## src/rtl/bpe_pkg.sv

```systemverilog
// Shared types and constants of the byte port ethernet bridge.
`default_nettype none
package bpe_pkg;

    // Request codes carried in the req_type field.
    localparam logic [2:0] REQ_CTRL_WR  = 3'd0;
    localparam logic [2:0] REQ_CTRL_RD  = 3'd1;
    localparam logic [2:0] REQ_DATA_WR  = 3'd2;
    localparam logic [2:0] REQ_DATA_RD  = 3'd3;
    localparam logic [2:0] REQ_RX_START = 3'd4;
    localparam logic [2:0] REQ_RX_BYTE  = 3'd5;

    // Control bit that reinitializes the link, and the empty read backoff reload.
    localparam int         CTRL_LINK_INIT = 0;
    localparam logic [1:0] BACKOFF_RELOAD = 2'd2;
    localparam int         LEVEL_W        = 13;

    typedef enum logic [1:0] {
        TX_LEN_HI  = 2'd0,
        TX_LEN_LO  = 2'd1,
        TX_PAYLOAD = 2'd2
    } t_tx_phase;

    typedef enum logic {
        ST_IDLE   = 1'b0,
        ST_LEN_LO = 1'b1
    } t_state;

    typedef struct packed {
        logic [2:0]  req_type;
        logic [7:0]  wdata;
        logic [15:0] rx_length;
    } t_req;

    typedef struct packed {
        logic [7:0]         rdata;
        logic [7:0]         tx_byte;
        logic               tx_valid;
        logic               tx_last;
        logic               tx_abort;
        logic               tx_len_error;
        logic               rx_overflow;
        logic               link_reset;
        logic [LEVEL_W-1:0] queue_level;
    } t_res;

    typedef struct packed {
        logic       push;
        logic       pop;
        logic       clear;
        logic [7:0] wbyte;
    } t_q_cmd;

    typedef struct packed {
        logic [7:0]         rd_byte;
        logic               full;
        logic               empty;
        logic [LEVEL_W-1:0] level;
    } t_q_stat;

    typedef struct packed {
        logic       wr;
        logic       init;
        logic [7:0] wbyte;
    } t_tx_cmd;

    typedef struct packed {
        logic [7:0] tx_byte;
        logic       tx_valid;
        logic       tx_last;
        logic       tx_abort;
        logic       tx_len_error;
    } t_tx_out;

endpackage
`default_nettype wire

```

## src/rtl/bpe_tx_framer.sv

```systemverilog
// Transmit framer: takes a big-endian length, then streams that many payload bytes.
`default_nettype none
module bpe_tx_framer (
    input  wire logic             i_clk,
    input  wire logic             i_rst_n,
    input  wire bpe_pkg::t_tx_cmd i_cmd,
    output bpe_pkg::t_tx_out      o_out
);
    bpe_pkg::t_tx_phase r_phase, n_phase;
    logic [15:0]        r_length, n_length;
    logic [15:0]        r_count, n_count;
    logic [15:0]        count_inc;

    assign count_inc = r_count + 16'd1;

    always_comb begin
        n_phase  = r_phase;
        n_length = r_length;
        n_count  = r_count;
        if (i_cmd.init) begin
            n_phase = bpe_pkg::TX_LEN_HI;
            n_count = '0;
        end else if (i_cmd.wr) begin
            unique case (r_phase)
                bpe_pkg::TX_LEN_HI: begin
                    n_length = {i_cmd.wbyte, 8'h00};
                    n_phase  = bpe_pkg::TX_LEN_LO;
                end
                bpe_pkg::TX_LEN_LO: begin
                    n_length = {r_length[15:8], i_cmd.wbyte};
                    n_count  = '0;
                    n_phase  = ({r_length[15:8], i_cmd.wbyte} == 16'd0)
                             ? bpe_pkg::TX_LEN_HI : bpe_pkg::TX_PAYLOAD;
                end
                bpe_pkg::TX_PAYLOAD: begin
                    if (count_inc == r_length) begin
                        n_phase = bpe_pkg::TX_LEN_HI;
                        n_count = '0;
                    end else begin
                        n_count = count_inc;
                    end
                end
                default: begin
                    n_phase = bpe_pkg::TX_LEN_HI;
                end
            endcase
        end
    end

    always_comb begin
        o_out = '0;
        if (i_cmd.init) begin
            o_out.tx_abort = (r_phase != bpe_pkg::TX_LEN_HI);
        end else if (i_cmd.wr) begin
            unique case (r_phase)
                bpe_pkg::TX_LEN_HI: begin
                    o_out = '0;
                end
                bpe_pkg::TX_LEN_LO: begin
                    o_out.tx_len_error = ({r_length[15:8], i_cmd.wbyte} == 16'd0);
                end
                bpe_pkg::TX_PAYLOAD: begin
                    o_out.tx_byte  = i_cmd.wbyte;
                    o_out.tx_valid = 1'b1;
                    o_out.tx_last  = (count_inc == r_length);
                end
                default: begin
                    o_out = '0;
                end
            endcase
        end
    end

    always_ff @(posedge i_clk) begin
        if (!i_rst_n) begin
            r_phase  <= bpe_pkg::TX_LEN_HI;
            r_length <= '0;
            r_count  <= '0;
        end else begin
            r_phase  <= n_phase;
            r_length <= n_length;
            r_count  <= n_count;
        end
    end

endmodule
`default_nettype wire

```

## config.mk

```make
export PLATFORM = sky130hd
export DESIGN_NAME = bpe_tx_framer
export DESIGN_NICKNAME = d
export VERILOG_FILES = /design/src/rtl/bpe_pkg.sv /design/src/rtl/bpe_tx_framer.sv
export SDC_FILE = /design/constraint.sdc
export NUM_CORES = 1
export LEC_CHECK = 0
export BUFFER_PORTS_ARGS = -buffer_cell sky130_fd_sc_hd__buf_4
export CELL_PAD_IN_SITES_DETAIL_PLACEMENT = 0
export CELL_PAD_IN_SITES_GLOBAL_PLACEMENT = 2
export CORE_UTILIZATION = 39
export CTS_CLUSTER_DIAMETER = 60
export DETAILED_ROUTE_END_ITERATION = 8
export PLACE_DENSITY = 0.93
export SLEW_MARGIN = 10
export SYNTH_ARGS = -nofsm -noshare
export SYNTH_HDL_FRONTEND = slang
export SYNTH_SLANG_ARGS = --single-unit
```

## constraint.sdc

```tcl
create_clock -name i_clk -period 4 [get_ports i_clk]
set_input_delay 0.8 -clock i_clk [delete_from_list [all_inputs] [get_ports i_clk]]
set_output_delay 0.8 -clock i_clk [all_outputs]
set_load 0.02 [all_outputs]
```

==> flow_metrics.py <==
metrics = {
    "flow_run": {
        "cap_violations": 0,
    },
    "synth": {
        "synthesis.area_um2": 2290,
        "synth_area_per_cell_um2": 8.68,
        "ys.flop_type": "dfxtp_1",
        "netlist-cell-type-count": 54,
        "ys_warn_count": 0,
        "synth_seq_cells": 34,
        "synth_edf_count": 0,
        "synth-seq-area-share": 0.297,
        "syn_inst": 264,
        "synth_nets": 280,
        "async_flop_share": 0,
    },
    "global_routing": {
        "grt_max_degree": 19,
        "grt_pass1_vias": 1809,
        "gr-usage-all-layers": 0.200,
        "antenna_found_initial": 0,
        "grt_overflow_total": 0,
        "grt_pass1_wl_um": 9450,
    },
    "power": {
        "powerDensity_nw_per_um2": 311,
        "power_switching_w": 0.000184,
        "power_frac_seq": 0.432,
        "leakagePower_nw": 0.898,
        "ir_worst_vdd_mv": 0.192,
        "p_int_w": 0.000628,
        "clkPwrFrac": 0.476,
        "comb_power_share": 0.092,
        "p_sw_frac": 0.226,
    },
    "route": {
        "viasPerCell": 5.89,
        "vias": 2073,
        "drc": 0,
        "finalWirelength_um": 5880,
        "firstDrtPassIters": 4,
        "ant_nets": 0,
        "drt_iter0_drc": 155,
        "routedWlPerCell_um": 16.7,
    },
    "setup_path": {
        "critical_path_class": "flop to output pin",
        "reg2reg_to": "r_count[7]$_SDFFE_PP0P_",
        "crit-reg2reg-launch": "r_count[0]$_SDFFE_PP0P_",
        "critPathBufInv": 1,
        "crit_chain": "nand4_2 -> nor4_2 -> xnor2_1 -> or3_1 -> nor3_1 -> and4_1 -> buf_4",
        "cp.arrival_ns": 2.59,
        "critPathLaunch": "r_count[5]$_SDFFE_PP0P_",
        "cp-start-kind": "flop",
        "cpMaxStageDelayCell": "dfxtp_1",
        "critPathRequiredTime_ns": 3.20,
        "reg2regPathDepth": 9,
        "critPathTopFamily": "simple AND/OR/NAND/NOR gates",
        "cp_slowest_stage_delay_ns": 0.60,
        "crit_path_end_kind": "output pin",
        "r2r_setup_slack_ns": 0.88,
        "crit_fanout": 13,
    },
    "outcome": {
        "status": "completed",
    },
    "min_path": {
        "min_to": "r_phase[1]$_SDFFE_PP0P_",
        "whs_path_depth": 2,
        "hp-class": "flop to flop",
        "min_from": "r_phase[1]$_SDFFE_PP0P_",
    },
    "placement": {
        "dp_hpwl_um": 4360,
        "gp_congestion": 0.843,
        "io_buffers": 23,
        "place_area_um2": 2470,
    },
    "sta": {
        "setup_violations": 0,
        "skew_ns": 0.0151,
        "fmax_ghz": 0.295,
        "hold_viol": 0,
        "slew_violations": 0,
        "period_minus_slack_ns": 3.39,
        "fin_tns_setup_ns": 0,
        "max_slew_margin": 0.553,
        "fin_crit_sh": 0.848,
        "rsz0062_at_grt": "false",
        "worst_slew_pin_slew_ns": 0.666,
    },
    "finish": {
        "register_area_um2": 681,
        "finish.instance_area_um2": 2610,
        "nFillCells": 561,
        "multi_input_area_um2": 1470,
        "antenna_cells": 0,
        "final_layout_size_suffix_gt1_frac": 0.193,
        "most-common-layout-cells": "dfxtp_1 (34), nand2_1 (29), buf_4 (26), nor2b_1 (21), nand3_1 (15)",
        "fin_nets": 295,
        "final_common_cell": "dfxtp_1",
        "fin_util": 0.468,
        "areaGrowthSynthToFinish_pct": 13.9,
    },
    "cts": {
        "cts_sinks": 34,
        "cts_buffers": 5,
        "clkLatencyLatePin_ns": 0.29,
        "cts-resized-gates": 0,
        "clk_pin_slew_ns": 0.08,
        "cts_tree": "built",
        "cts_setup_buffers": 0,
        "cts_buffer_depth": 2,
        "clock-root-buffer": "clkbuf_8",
        "htreeDepth": 2,
        "cts_hold_buffers": 0,
    },
    "floorplanning": {
        "chipWidth_um": 78.6,
        "dieArea_um2": 6190,
        "core_area_um2": 5570,
        "ios": 24,
        "die_h_um": 78.6,
        "start_util": 0.411,
        "num_rows": 27,
    },
}
## flip-flops by register name, indices dropped and copies added, names as in the netlist
| register | cells |
|---|---|
| r_count | 16 |
| r_length | 16 |
| r_phase | 2 |
## tightest hold or removal path, cell delays in order (launching register included)
cell     delay, ns
dfxtp_1       0.33
nand2_1       0.06
mux2i_1       0.05
## per-layer routing
| metal | vias up | wire length [um] | track usage |
|---|---|---|---|
| met1 | 1004 | 2880 | 0.277 |
| met5 | - | 0 | 0 |
| met3 | 5 | 226 | 0.0384 |
| met2 | 55 | 2720 | 0.305 |
| li1 | 1009 | - | - |
| met4 | 0 | 48 | 0.0704 |
## logic make-up after synthesis
| kind of cell | Yosys count | share of synthesized area |
|---|---|---|
| buffers and inverters | 27 | 0.0601 |
| flip-flops | 34 | 0.297 |
| XOR/XNOR | 20 | 0.0765 |
| adder cells (fa/ha/maj) | 4 | 0.0218 |
| AO/OA/AOI/OAI | 50 | 0.192 |
| AND/OR/NAND/NOR | 119 | 0.309 |
| multiplexers | 10 | 0.0437 |
## worst max path at each step
stage | endpoint | cells after the start
global placement | o_out[2] | 7
global route | o_out[2] | 7
finish | o_out[2] | 7
floorplan | o_out[2] | 7
detailed placement | r_count[7]$_SDFFE_PP0P_ | 9
CTS | o_out[2] | 7
## cells in the mapped netlist (2+ instances only)
master,number,share of area
and4_1,4,0.015
o311ai_2,6,0.043
nand4_2,2,0.011
nor3_1,3,0.0066
a21o_1,2,0.0066
or3_1,5,0.014
mux2i_1,10,0.044
clkbuf_1,7,0.011
nor2_1,5,0.0082
o311ai_1,2,0.0076
and3_1,9,0.025
o2111ai_1,3,0.011
nand3b_1,2,0.0066
nand4_1,6,0.016
nand2_1,29,0.048
dfxtp_1,34,0.30
xnor2_1,14,0.054
nand3_1,15,0.033
and2_1,2,0.0055
a31oi_1,2,0.0055
inv_1,9,0.015
xor2_1,6,0.023
buf_4,4,0.013
o22ai_1,5,0.014
ha_1,4,0.022
a21oi_1,8,0.017
buf_2,5,0.011
nor2b_1,21,0.057
nor4_1,6,0.016
o21ai_1,2,0.0044
a22oi_1,8,0.026
buf_6,2,0.0098
## stage by stage
stage | worst slack, ns | std cells | power (W) | hold slack, ns
6_report | 0.606 | 352 | 0.000812 | 0.485
3_5_place_dp | 0.937 | 344 | 0.000432 | 0.480
5_1_grt | 0.450 | 352 | 0.000846 | 0.533
2_1_floorplan | 1.24 | 264 | 0.000404 | 0.455
4_1_cts | 0.617 | 352 | 0.000819 | 0.491
3_3_place_gp | 0.956 | 344 | 0.000432 | 0.469
## layout make-up
type,instances,area share
clock inverters,3,0.0264
well taps,72,0.0345
clock buffers,5,0.0264
multi-input cells,203,0.564
flip-flops and latches,34,0.261
inverters,9,0.0129
repair buffers,26,0.0748
## power by group through the flow
stage | sequential (W) | clock [W] | combinational, W
2_1_floorplan | 0.000356 | 0 | 0.0000481
3_3_place_gp | 0.000358 | 0 | 0.0000744
3_5_place_dp | 0.000358 | 0 | 0.0000743
4_1_cts | 0.000350 | 0.000394 | 0.0000746
5_1_grt | 0.000351 | 0.000414 | 0.0000807
6_report | 0.000351 | 0.000387 | 0.0000750
Note: power is estimated with default switching activity, not from simulation.
